<file path="src/hw/rtl/hjo_pkg.sv">
// Shared constants for the Halton jitter offset pipeline.
// No dependencies; imported by the digit cell, divide cell and top level.
package hjo_pkg;

	localparam int TERNARY_DIGITS = 21;
	localparam int DIGIT_VALUE_BITS = 34;
	localparam logic [DIGIT_VALUE_BITS-1:0] TERNARY_SCALE = 34'd10460353203;

endpackage

</file>
<file path="src/hw/rtl/hjo_div_cell.sv">
// One restoring-division step of the reversed-digit value by 3^21,
// producing one fraction bit per cell. Depends on hjo_pkg.
module hjo_div_cell #(
	parameter int FRACTION_BITS = 24
) (
	input  logic                                  clk,
	input  logic                                  arst_n,
	input  logic                                  up_valid,
	output logic                                  up_ready,
	input  logic [hjo_pkg::DIGIT_VALUE_BITS-1:0]  r_in,
	input  logic [FRACTION_BITS-1:0]              q_in,
	input  logic [FRACTION_BITS-1:0]              x_in,
	output logic                                  dn_valid,
	input  logic                                  dn_ready,
	output logic [hjo_pkg::DIGIT_VALUE_BITS-1:0]  r_out,
	output logic [FRACTION_BITS-1:0]              q_out,
	output logic [FRACTION_BITS-1:0]              x_out
);
	import hjo_pkg::*;

	logic                        v_q;
	logic [DIGIT_VALUE_BITS-1:0] r_q;
	logic [FRACTION_BITS-1:0]    q_q;
	logic [FRACTION_BITS-1:0]    x_q;
	logic [DIGIT_VALUE_BITS:0]   r2;
	logic [DIGIT_VALUE_BITS:0]   diff;
	logic                        take;

	assign r2 = {r_in, 1'b0};
	assign diff = r2 - {1'b0, TERNARY_SCALE};
	assign take = (r2 >= {1'b0, TERNARY_SCALE});

	assign up_ready = !v_q || dn_ready;

	always_ff @(posedge clk or negedge arst_n) begin
		if (!arst_n) begin
			v_q <= 1'b0;
		end else if (up_ready) begin
			v_q <= up_valid;
		end
	end

	always_ff @(posedge clk) begin
		if (up_valid && up_ready) begin
			r_q <= take ? diff[DIGIT_VALUE_BITS-1:0] : r2[DIGIT_VALUE_BITS-1:0];
			q_q <= {q_in[FRACTION_BITS-2:0], take};
			x_q <= x_in;
		end
	end

	assign dn_valid = v_q;
	assign r_out = r_q;
	assign q_out = q_q;
	assign x_out = x_q;

endmodule

</file>
<file path="config.mk">
export PLATFORM = sky130hd
export DESIGN_NAME = hjo_div_cell
export DESIGN_NICKNAME = d
export VERILOG_FILES = /design/src/hw/rtl/hjo_pkg.sv /design/src/hw/rtl/hjo_div_cell.sv
export SDC_FILE = /design/constraint.sdc
export NUM_CORES = 1
export LEC_CHECK = 0
export ABC_CLOCK_PERIOD_IN_PS = 2700
export BUFFER_PORTS_ARGS = -buffer_cell sky130_fd_sc_hd__buf_2
export CAP_MARGIN = 10
export CORE_ASPECT_RATIO = 1.5
export CORE_MARGIN = 3
export CORE_UTILIZATION = 40
export DETAILED_ROUTE_END_ITERATION = 10
export PLACE_DENSITY_LB_ADDON = 0.1
export REMOVE_ABC_BUFFERS = 1
export SYNTH_ARGS = -nofsm -noshare
export SYNTH_HDL_FRONTEND = slang
export SYNTH_SLANG_ARGS = --single-unit
</file>
<file path="constraint.sdc">
create_clock -name clk -period 2.7 [get_ports clk]
set_clock_uncertainty 0.2 [all_clocks]
set_input_delay 0.81 -clock clk [delete_from_list [all_inputs] [get_ports clk]]
set_output_delay 0.81 -clock clk [all_outputs]
set_load 0.02 [all_outputs]
</file>
==> qor.txt <==
====================================================================================================
Required time of the critical path                                                           2.57 ns
Cell with the largest stage delay on the worst path                                            or4_1
Placeable core region                                                                       8160 µm²
Clk buf depth                                                                                      2
Io pins                                                                                          170
Tcrit/Tclk final                                                                               99.8%
Mean number of vias per cell                                                                    4.70
CTS Root Buffer Type                                                                       clkbuf_16
First-pass GRT wire length                                                                  11900 µm
Total power density per cell area                                                         634 nW/µm²
Top achievable clock speed                                                                   371 MHz
Ant. Diodes                                                                                        0
Die Footprint                                                                               9660 µm²
Outcome                                                                                 finished, final reports clean
Kind of critical path                                                                   input pin to flop
Number of synthesized flops with an enable pin                                                    82
Top cells by area, synth                                                                edfxtp_1 (72%), xor2_1 (4.9%), xnor2_1 (2.8%)
Hold_ws                                                                                    0.0447 ns
Number of antenna violations at the first check in global routing                                  0
First-pass iteration count of the detailed router                                                  4
Worst hold-check path type                                                              input pin to async pin
Number of H-tree levels                                                                            3
Critical path capture point type                                                                flop
Leakage                                                                                      2.19 nW
Final slew viol count                                                                              0
Die width                                                                                    81.3 µm
Worst path cell trace                                                                   buf_8, nand4_1, or4_1, o22ai_2, a41oi_4, buf_6, o41ai_4, o21ai_1
Gate Count Post-Synth                                                                            221
Sum of buffers and inverters on the critical path                                                  2
Area fraction of the dominant cell type after synthesis                                        72.5%
Setup repair after global routing missed its margin                                             true
Max_cap viols                                                                                      0
Utilization after layout                                                                       62.6%
Type of element launching the critical path                                                input pin
Synth Area per Inst                                                                         15.4 µm²
Pin slew with the least headroom to its limit                                               0.449 ns
Starting Density                                                                               41.7%
Number of vias in the routed layout                                                             2601
Number of endpoints failing setup at the final stage                                               0
Floorplan row count                                                                               40
Post-DR wirelength/cell                                                                      14.2 µm
Most frequent cells after synthesis                                                     edfxtp_1 (82), xor2_1 (19), nor2_1 (15)
Crit-path max FO                                                                                   4
Area added between synthesis and finish                                                        50.2%
Synthesized cell area                                                                       3400 µm²
Most frequently used cell type in the post-synthesis netlist                                edfxtp_1
Critical Path Source                                                                        r_in[19]
FF+latch count, synth                                                                             83
Share of layout cells above drive strength 1                                                   55.4%
Arrival time worst endpoint                                                                  2.56 ns
Residual DRC                                                                                       0
Total routed wirelength                                                                      7850 µm
Top Family by Delay on Critical Path                                                    compound AO/OA/AOI/OAI gates
CTS tree                                                                                        done
Main flop type after synthesis                                                              edfxtp_1
RR Startpoint                                                                               dn_valid
Overflow left after global routing                                                                 0
Detailed router's first-iteration violation count                                                110
Total power draw                                                                             3.24 mW
Detailed Place HPWL                                                                          6090 µm
Total routing usage reported by global routing                                                 16.4%
Number of warnings reported in the yosys synthesis log                                             0
Clock-pin slew reported for the worst setup and hold paths after clock tree synthesis        0.06 ns
Post-route minimum period                                                                    2.69 ns
Worst-skew pair later-pin latency                                                            0.32 ns
Synth cell types                                                                                  46
Number of global-route vias before repair                                                       2456
Total of buffers placed on input and output ports                                                168
Worst slew margin relative to its limit                                                        70.1%
Library cell occupying the most area in the post-synthesis netlist                          edfxtp_1
Floorplan die height                                                                          119 µm
Pin count of the biggest net entering global routing                                              44
RePlAce Congestion                                                                             0.843
Number of buffers created by CTS                                                                   9
Total clock sinks                                                                                 83
Net total in the final layout                                                                    530
Worst ir drop on vdd                                                                          304 µV
Worst slack, placed                                                                        -0.413 ns
Share of synthesized area occupied by flip-flops and latches                                   73.2%
Share of flip-flops with an asynchronous set or reset after synthesis                          1.20%
Post-route setup slack                                                                    0.00553 ns
Antenna violation net count after detailed routing                                                 0
Largest stage delay, worst path                                                              0.55 ns
Final Hold Vio Count                                                                               0
====================================================================================================
-- state kept, by name, indices dropped and copies added (netlist names) --
name	count
dn_valid	1
q_out	24
r_out	34
x_out	24
-- cell type report --
class | count | area (µm²)
fill | 648 | 3050
sequential | 83 | 2490
timing repair buffer | 218 | 1260
multi-input combinational | 127 | 911
clock buffer | 12 | 246
tap | 105 | 131
clock inverter | 4 | 51.3
inverter | 4 | 15.0
-- through the flow --
step                std cells  cell area, µm²  setup TNS [ns]
CTS                       550            5020         -0.0892
floorplan                 214            3360          -85.26
finish                    553            5100               0
global route              553            5100          -0.246
global placement          533            4690           -9.63
detailed placement        533            4690          -10.07
-- report_power, final --
part | switching, mW | total [mW] | internal (mW)
clock | 0.450 | 1.19 | 0.741
sequential | 0.0168 | 1.54 | 1.53
combinational | 0.292 | 0.502 | 0.210
-- worst paths after layout --
path | endpoint | slack [ns] | cells after the start
worst min register to register | dn_valid | 0.34 | 2
max in group asynchronous | dn_valid | 2.17 | 1
worst max register to register | q_out[20] | 1.06 | 3
worst min-delay path | dn_valid | 0.04 | 1
min in group clk | dn_valid | 0.34 | 2
worst max-delay path | r_out[17] | 0.006 | 8
-- layer usage --
metal | up-vias | GRT usage, % | wire [µm]
li1 | 1282 | - | -
met1 | 1199 | 17.4 | 2860
met2 | 111 | 29.9 | 4270
met4 | 0 | 6.24 | 104
met3 | 9 | 4.69 | 612
met5 | - | 0 | 0
-- logic make-up after synthesis --
logic type | Yosys count | share of synthesized area, %
flip-flops | 83 | 73.2
AND/OR/NAND/NOR | 59 | 9.35
AO/OA/AOI/OAI | 37 | 7.73
XOR/XNOR | 30 | 7.73
buffers and inverters | 11 | 1.62
adder cells (fa/ha/maj) | 1 | 0.368
-- cells in the final DEF (no fill, tap or decap), types with 6 or more instances in the layout --
cell,synthesis,final
buf_2,2,165
a21oi_1,9,9
nand2_1,10,10
nor2_1,15,14
o21ai_0,6,6
edfxtp_1,82,82
clkbuf_16,0,9
buf_4,1,46
xnor2_1,11,11
nand2b_1,6,6
xor2_1,19,19
-- what timing repair did --
action                                  in CTS  in global routing
gates resized for setup                      5                 13
endpoints found under the setup margin       7                 26
buffers inserted                             1                  3
pin swaps                                    4                  8
hold buffers                                 0                  0
No activity file was read; power rests on OpenSTA's default activity.
