`config.mk`:
```
export PLATFORM = sky130hd
export DESIGN_NAME = hjo_digit_cell
export DESIGN_NICKNAME = d
export VERILOG_FILES = /design/src/hw/rtl/hjo_pkg.sv /design/src/hw/rtl/hjo_digit_cell.sv
export SDC_FILE = /design/constraint.sdc
export NUM_CORES = 1
export LEC_CHECK = 0
export ABC_CLOCK_PERIOD_IN_PS = 5400
export BUFFER_PORTS_ARGS = -buffer_cell sky130_fd_sc_hd__buf_4
export CORE_UTILIZATION = 60
export DETAILED_ROUTE_END_ITERATION = 10
export PLACE_DENSITY = 0.86
export SETUP_SLACK_MARGIN = 0.02
export SLEW_MARGIN = 10
export SYNTH_ARGS = -nofsm -noshare
export SYNTH_HDL_FRONTEND = slang
export SYNTH_SLANG_ARGS = --single-unit
```
`constraint.sdc`:
```
create_clock -name clk -period 5.4 [get_ports clk]
set_clock_uncertainty 0.2 [all_clocks]
set_input_delay 0.54 -clock clk [delete_from_list [all_inputs] [get_ports clk]]
set_output_delay 0.54 -clock clk [all_outputs]
set_load 0.05 [all_outputs]
```
`src/hw/rtl/hjo_pkg.sv`:
```
// Shared constants for the Halton jitter offset pipeline.
// No dependencies; imported by the digit cell, divide cell and top level.
package hjo_pkg;

	localparam int TERNARY_DIGITS = 21;
	localparam int DIGIT_VALUE_BITS = 34;
	localparam logic [DIGIT_VALUE_BITS-1:0] TERNARY_SCALE = 34'd10460353203;

endpackage

```
`src/hw/rtl/hjo_digit_cell.sv`:
```
// One ternary digit step: peels the low base-3 digit off the index and
// appends it to the reversed-digit value. Depends on hjo_pkg.
module hjo_digit_cell #(
	parameter int INDEX_BITS = 32,
	parameter int FRACTION_BITS = 24
) (
	input  logic                                  clk,
	input  logic                                  arst_n,
	input  logic                                  up_valid,
	output logic                                  up_ready,
	input  logic [INDEX_BITS-1:0]                 n_in,
	input  logic [hjo_pkg::DIGIT_VALUE_BITS-1:0]  d_in,
	input  logic [FRACTION_BITS-1:0]              x_in,
	output logic                                  dn_valid,
	input  logic                                  dn_ready,
	output logic [INDEX_BITS-1:0]                 n_out,
	output logic [hjo_pkg::DIGIT_VALUE_BITS-1:0]  d_out,
	output logic [FRACTION_BITS-1:0]              x_out
);
	import hjo_pkg::*;

	localparam int K = INDEX_BITS + 1;
	localparam int PW = 2 * INDEX_BITS + 1;
	localparam logic [K-1:0] RECIP = K'(((64'd1 << K) + 64'd2) / 64'd3);

	logic                        v_q;
	logic [INDEX_BITS-1:0]       n_q;
	logic [DIGIT_VALUE_BITS-1:0] d_q;
	logic [FRACTION_BITS-1:0]    x_q;
	logic [PW-1:0]               prod;
	logic [INDEX_BITS-1:0]       quot;
	logic [1:0]                  rem;
	logic [DIGIT_VALUE_BITS-1:0] d_next;

	// floor(n/3) by reciprocal multiply, exact for all INDEX_BITS-bit n
	assign prod = PW'(n_in) * PW'(RECIP);
	assign quot = prod[PW-1:K];
	assign rem = n_in[1:0] - (quot[1:0] + {quot[0], 1'b0});
	assign d_next = {d_in[DIGIT_VALUE_BITS-2:0], 1'b0} + d_in
		+ {{(DIGIT_VALUE_BITS-2){1'b0}}, rem};

	assign up_ready = !v_q || dn_ready;

	always_ff @(posedge clk or negedge arst_n) begin
		if (!arst_n) begin
			v_q <= 1'b0;
		end else if (up_ready) begin
			v_q <= up_valid;
		end
	end

	always_ff @(posedge clk) begin
		if (up_valid && up_ready) begin
			n_q <= quot;
			d_q <= d_next;
			x_q <= x_in;
		end
	end

	assign dn_valid = v_q;
	assign n_out = n_q;
	assign d_out = d_q;
	assign x_out = x_q;

endmodule

```
==> summary.md, run 1 <==
| Metric | Value |
|---|---|
| Fin cells | `3079` |
| CP required | `5380 ps` |
| Post-synth top cells | `inv_1, ha_1, fa_1` |
| CTS tree | `done` |
| Initial detailed-routing violation count | `1390` |
| DR vias/cell | `5.80` |
| Synthesized Nets | `2868` |
| DP Cell Count | `3016` |
| Top-area cell type share of the netlist area | `0.355` |
| GR Layer Usage met3 | `0.0605` |
| Pre-antenna DRT Iters | `7` |
| Ratio of cells with drive above 1 in the final layout | `0.340` |
| CP peak stage delay | `550 ps` |
| Slew Viols, Final | `0` |
| Top Family by Delay on Critical Path | `adder cells` |
| Core area | `34500 sq um` |
| CTS sink count | `90` |
| Total GRT Usage | `0.386` |
| Synth cell types | `66` |
| Starting Density | `0.607` |
| Post-Synthesis Cells | `1987` |
| Number of max-cap violations | `0` |
| CP Class | `input port to flop` |
| Diodes inserted | `0` |
| Ys flop type | `edfxtp_1` |
| Worst Setup End Kind | `flop` |
| Final Worst Setup Slack | `-4390 ps` |
| P&R area growth vs syn | `35.2%` |
| Gr ovfl total | `0` |
| Post-synth EDFFs | `89` |
| Top cells by area, synth | `fa_1, ha_1, edfxtp_1, inv_1, xnor2_1` |
| Seq/Total Area, Yosys | `0.129` |
| Crit Path Max Fanout | `6` |
| Critical path's slowest cell | `fa_1` |
| Mapped cell area | `20900 sq um` |
| Final min period | `9790 ps` |
| Failing checks | `negative setup slack` |
| Final Hold Viols | `0` |
| Yosys warnings | `0` |
| Most frequent CP cell | `fa_1` |
| RSZ-0062 raised after global routing | `true` |
| H-tree Lvls | `3` |
| Num CTS Buffers | `9` |
| PortBufs | `184` |
| Post-route DRC | `0` |
| Clk slew on worst S/H paths | `70 ps` |
| Via count | `17900` |
| Post-Route WL | `71.1 mm` |
| # nets final | `3501` |
| Least-Margin Pin Slew | `1020 ps` |
| First-pass GRT wire length | `103 mm` |
| Max Root-Sink Buffers | `2` |
| Met2 Usage GRT | `0.683` |
| Worst-Skew Late Latency | `350 ps` |
| Status | `finished with violations` |
| Wire per inst | `23.1 um` |
| Total negative slack | `-181550 ps` |
| Min-Delay Path Class | `input port to flop` |
| Ys async rst share | `0.0111` |
| Final worst-path cycle share | `1.81` |
| Worst Path Arrival | `9770 ps` |
| Root buffer cell | `clkbuf_16` |
| Dominant cell type by area after synthesis | `fa_1` |
| Top-Level Pins | `186` |
| Slew headroom | `0.309` |
| Initial antenna violation count | `0` |
| Syn_area_per_cell | `10.5 sq um` |
| Register bit count reported by yosys | `90` |
| Startpoint types | `input port` |
| Vias in the first global route | `19100` |
| GRT Max-Usage Layer | `met2` |
| Endpoints failing setup | `65` |
| Die Wd | `189 um` |
| Post-DRT Antenna Nets | `0` |
| Largest net degree at the start of global routing | `48` |
| Row count | `68` |
| Routability cong. | `1.04` |
| Fmax | `102 MHz` |
| Die height | `189 um` |
| Cell with the most instances after synthesis | `inv_1` |
| Routing usage on met1 | `0.462` |
| Worst Path Buf+Inv | `9` |
| Dpl hpwl | `56.2 mm` |
| Die area | `35600 sq um` |
placed cells by master, fill, tap and decap left out, drive strengths merged, types with 4 or more instances in the layout:
cell type and count:
o21ai 36, and3 15, and4 5, nor3 19, a21o 51, nand4 16
buf 635, fa 371, nand2 38, a211o 4, a21oi 66, o31ai 4
xnor2 48, edfxtp 89, a31oi 10, nor2b 6, nand2b 13, o211ai 5
and2 13, o21a 6, or2 10, a21boi 5, clkbuf 9, o21bai 10
nor2 39, a211oi 8, inv 570, ha 416, xor2 31, nand3 21
metrics by stage:
stage | utilization | cell area (sq um) | hold WS, ps | setup WS [ps]
floorplan | - | 21600 | 44.4 | -3800
global placement | 0.771 | 26600 | 115 | -4220
detailed placement | 0.771 | 26600 | 115 | -4540
CTS | 0.803 | 27700 | 155 | -3930
global route | 0.821 | 28300 | 152 | -4510
finish | 0.821 | 28300 | 159 | -4390
sequential cells by signal, summed over array words and instances (netlist names):
register and flops:
n_out 31, d_out 34, x_out 24, dn_valid 1
kinds of logic after synthesis:
kind of cell / synth area share
DFF: 0.129
buffers and inverters: 0.104
and+or+nand+nor: 0.0500
xor gates and xnor gates: 0.0331
AOI/OAI and AO/OA: 0.0801
adders and majority gates: 0.603
other: 0.000179
worst paths after layout:
kind                             endpoint  startpoint  slack [ps]  depth (start not counted)
worst min-delay path            x_out[14]    x_in[14]         160                          1
max in group asynchronous        dn_valid      arst_n        4620                          2
worst max register to register   x_out[8]    dn_valid        3070                          3
min in group asynchronous        dn_valid      arst_n         300                          2
worst max-delay path            d_out[33]     n_in[2]       -4390                         41
worst min register to register   dn_valid    dn_valid         370                          2
repair_timing:
action | in CTS | in global routing
hold buffers | 1 | 0
resized for setup | 136 | 86
pin swaps | 120 | 90
endpoints found under the hold margin | 1 | 0
endpoints found under the setup margin | 65 | 65
setup buffers | 33 | 23
area by class of cell:
cell class	count	area [sq um]
repair buffers	636	4960
clock inverters	6	75.1
clock buffers	9	225
inverters	567	2140
multi-input cells	1316	17600
fillers	1986	6160
flip-flops and latches	90	2700
well taps	455	569
layer usage:
metal	up-vias	part of all wire	routed length (um)
li1	7652	-	-
met3	323	0.072	5100
met4	0	0.066	4690
met1	8926	0.36	25800
met5	-	0	0
met2	963	0.50	35600
Power of run 1 is not shown: default switching activity piles up to over one toggle a cycle in this logic, so the estimate is an artifact.
==> run 2, diff against run 1 <==
REMOVE_ABC_BUFFERS = 1   (was default)
==> run 2 against run 1 <==
The flow still finishes with violations (negative setup slack). Cell area is 0.99% lower. Global-route usage is 1.0 points lower. Core utilization is 0.81 points lower. Worst setup slack better by 160 ps.
==> summary.md, run 2 (synthesis results as in run 1) <==
| Metric | Value |
|---|---|
| Status | `finished with violations (unchanged)` |
| Failing checks | `negative setup slack (unchanged)` |
| Crit Path Max Fanout | `4 (was 6)` |
| Dpl hpwl | `56.1 mm (was 56.2 mm)` |
| Slew headroom | `0.216 (was 0.309)` |
| Worst Path Arrival | `9520 ps (was 9770 ps)` |
| Number of max-cap violations | `0 (unchanged)` |
| Commonest cells after routing, fill and taps aside | `buf_4, inv_1, ha_1 (unchanged)` |
| WHS | `168 ps (was 159 ps)` |
| Min-Delay Path Class | `input port to flop (unchanged)` |
| Row count | `68 (unchanged)` |
| RSZ-0062 raised after global routing | `true (unchanged)` |
| # fillers | `1941 (was 1986)` |
| Core area | `34500 sq um (unchanged)` |
| H-tree Lvls | `3 (unchanged)` |
| Endpoints failing setup | `65 (unchanged)` |
| Largest net degree at the start of global routing | `90 (was 48)` |
| R2r worst-path depth | `2 (was 3)` |
| Final min period | `9630 ps (was 9790 ps)` |
| Root buffer cell | `clkbuf_16 (unchanged)` |
| HP Start | `x_in[9] (was x_in[14])` |
| Diodes inserted | `0 (unchanged)` |
| Post-DRT Antenna Nets | `0 (unchanged)` |
| Slew Viols, Final | `0 (unchanged)` |
| Internal reg-to-reg setup slack | `3300 ps (was 3070 ps)` |
| Largest register FFs | `34 (unchanged)` |
| Initial detailed-routing violation count | `1333 (was 1390)` |
| Total negative slack | `-173820 ps (was -181550 ps)` |
| First-pass GRT wire length | `100 mm (was 103 mm)` |
| Hold depth | `1 (unchanged)` |
| Ratio of cells with drive above 1 in the final layout | `0.336 (was 0.340)` |
| Worst Setup End Kind | `flop (unchanged)` |
| PortBufs | `184 (unchanged)` |
| Clk slew on worst S/H paths | `70 ps (about the same)` |
| Vias in the first global route | `18800 (was 19100)` |
| Critical path's slowest cell | `fa_2 (was fa_1)` |
| Final Worst Setup Slack | `-4230 ps (was -4390 ps)` |
| CTS sink count | `90 (unchanged)` |
| Least-Margin Pin Slew | `1180 ps (was 1020 ps)` |
| DR vias/cell | `5.69 (was 5.80)` |
| Hold worst-path end | `x_out[9] (was x_out[14])` |
| Final worst-path cycle share | `1.78 (was 1.81)` |
| Die height | `189 um (unchanged)` |
| Post-route DRC | `0 (unchanged)` |
| Num CTS Buffers | `9 (unchanged)` |
| CP Class | `input port to flop (unchanged)` |
| Fmax | `104 MHz (was 102 MHz)` |
| Worst-Skew Late Latency | `340 ps (was 350 ps)` |
| Startpoint types | `input port (unchanged)` |
| Placed Area | `25900 sq um (was 26600 sq um)` |
| CTS tree | `done (unchanged)` |
| Fin area | `28000 sq um (was 28300 sq um)` |
| Die area | `35600 sq um (unchanged)` |
| # nets final | `3493 (was 3501)` |
| Final Hold Viols | `0 (unchanged)` |
| Reg2reg end | `x_out[8] (unchanged)` |
| Initial antenna violation count | `0 (unchanged)` |
| Post-Route WL | `68.9 mm (was 71.1 mm)` |
| Starting Density | `0.607 (unchanged)` |
| Worst R2R Start | `dn_valid (unchanged)` |
| Pre-antenna DRT Iters | `8 (was 7)` |
| Via count | `17500 (was 17900)` |
| Most common cell after layout, fill and taps aside | `buf_4 (unchanged)` |
| Gr ovfl total | `0 (unchanged)` |
| Routability cong. | `1.02 (was 1.04)` |
| Total GRT Usage | `0.375 (was 0.386)` |
| Die Wd | `189 um (unchanged)` |
| CP peak stage delay | `610 ps (was 550 ps)` |
| Worst setup path start | `n_in[11] (was n_in[2])` |
| CP required | `5290 ps (was 5380 ps)` |
| Top-Level Pins | `186 (unchanged)` |
| Max Root-Sink Buffers | `2 (unchanged)` |
| P&R area growth vs syn | `33.8% (was 35.2%)` |
| Wire per inst | `22.4 um (was 23.1 um)` |
[run 2: layout make-up]
| class | count | area [sq um] | share of cell area |
|---|---|---|---|
| Clock inverter | 5 | 62.6 | 0.00223 |
| Timing Repair Buffer | 628 | 4880 | 0.174 |
| Multi-Input combinational cell | 1316 | 17400 | 0.623 |
| Clock buffer | 11 | 233 | 0.00831 |
| Inverter | 567 | 2140 | 0.0762 |
| Sequential cell | 90 | 2700 | 0.0963 |
| Tap cell | 455 | 569 | 0.0203 |
[run 2: how the worst max path moves through the flow]
stage	endpoint	slack, ps	cells past startpoint
2_1_floorplan	d_out[25]	-4220	37
3_3_place_gp	d_out[27]	-4630	41
3_5_place_dp	d_out[25]	-4890	38
4_1_cts	d_out[24]	-4000	37
5_1_grt	d_out[27]	-4450	39
6_report	d_out[27]	-4230	39
[run 2: metal layers]
metal / up-vias / routed length [um] / part of all wire / global-route usage
met3: 278 / 5000 / 0.073 / 0.0559
met1: 8726 / 25200 / 0.37 / 0.460
met2: 855 / 33900 / 0.49 / 0.643
met5: - / 0 / 0 / 0
li1: 7627 / - / - / -
met4: 0 / 4760 / 0.069 / 0.196
[run 2: repair_timing]
| action | in CTS | in global routing |
|---|---|---|
| endpoints found under the hold margin | 1 | 0 |
| resized for setup | 131 | 188 |
| hold buffers | 1 | 0 |
| pin swaps | 89 | 117 |
| setup buffers | 18 | 26 |
| endpoints found under the setup margin | 65 | 65 |
[run 2: per-stage QoR]
step,instances,setup WS [ps],utilization
3_5_place_dp,3019,-4890,0.751
4_1_cts,3053,-4000,0.784
5_1_grt,3072,-4450,0.813
2_1_floorplan,1973,-4220,-
6_report,3072,-4230,0.813
3_3_place_gp,3019,-4630,0.751
[run 2: worst max-delay path, delay by kind of cell]
family / cells / cell delay (ps)
xor+xnor: 5 / 740
compound gates: 8 / 1960
simple gates: 5 / 640
fa+ha+maj: 13 / 5020
buf+inv: 8 / 580
Power of run 2 is left out for the same reason.
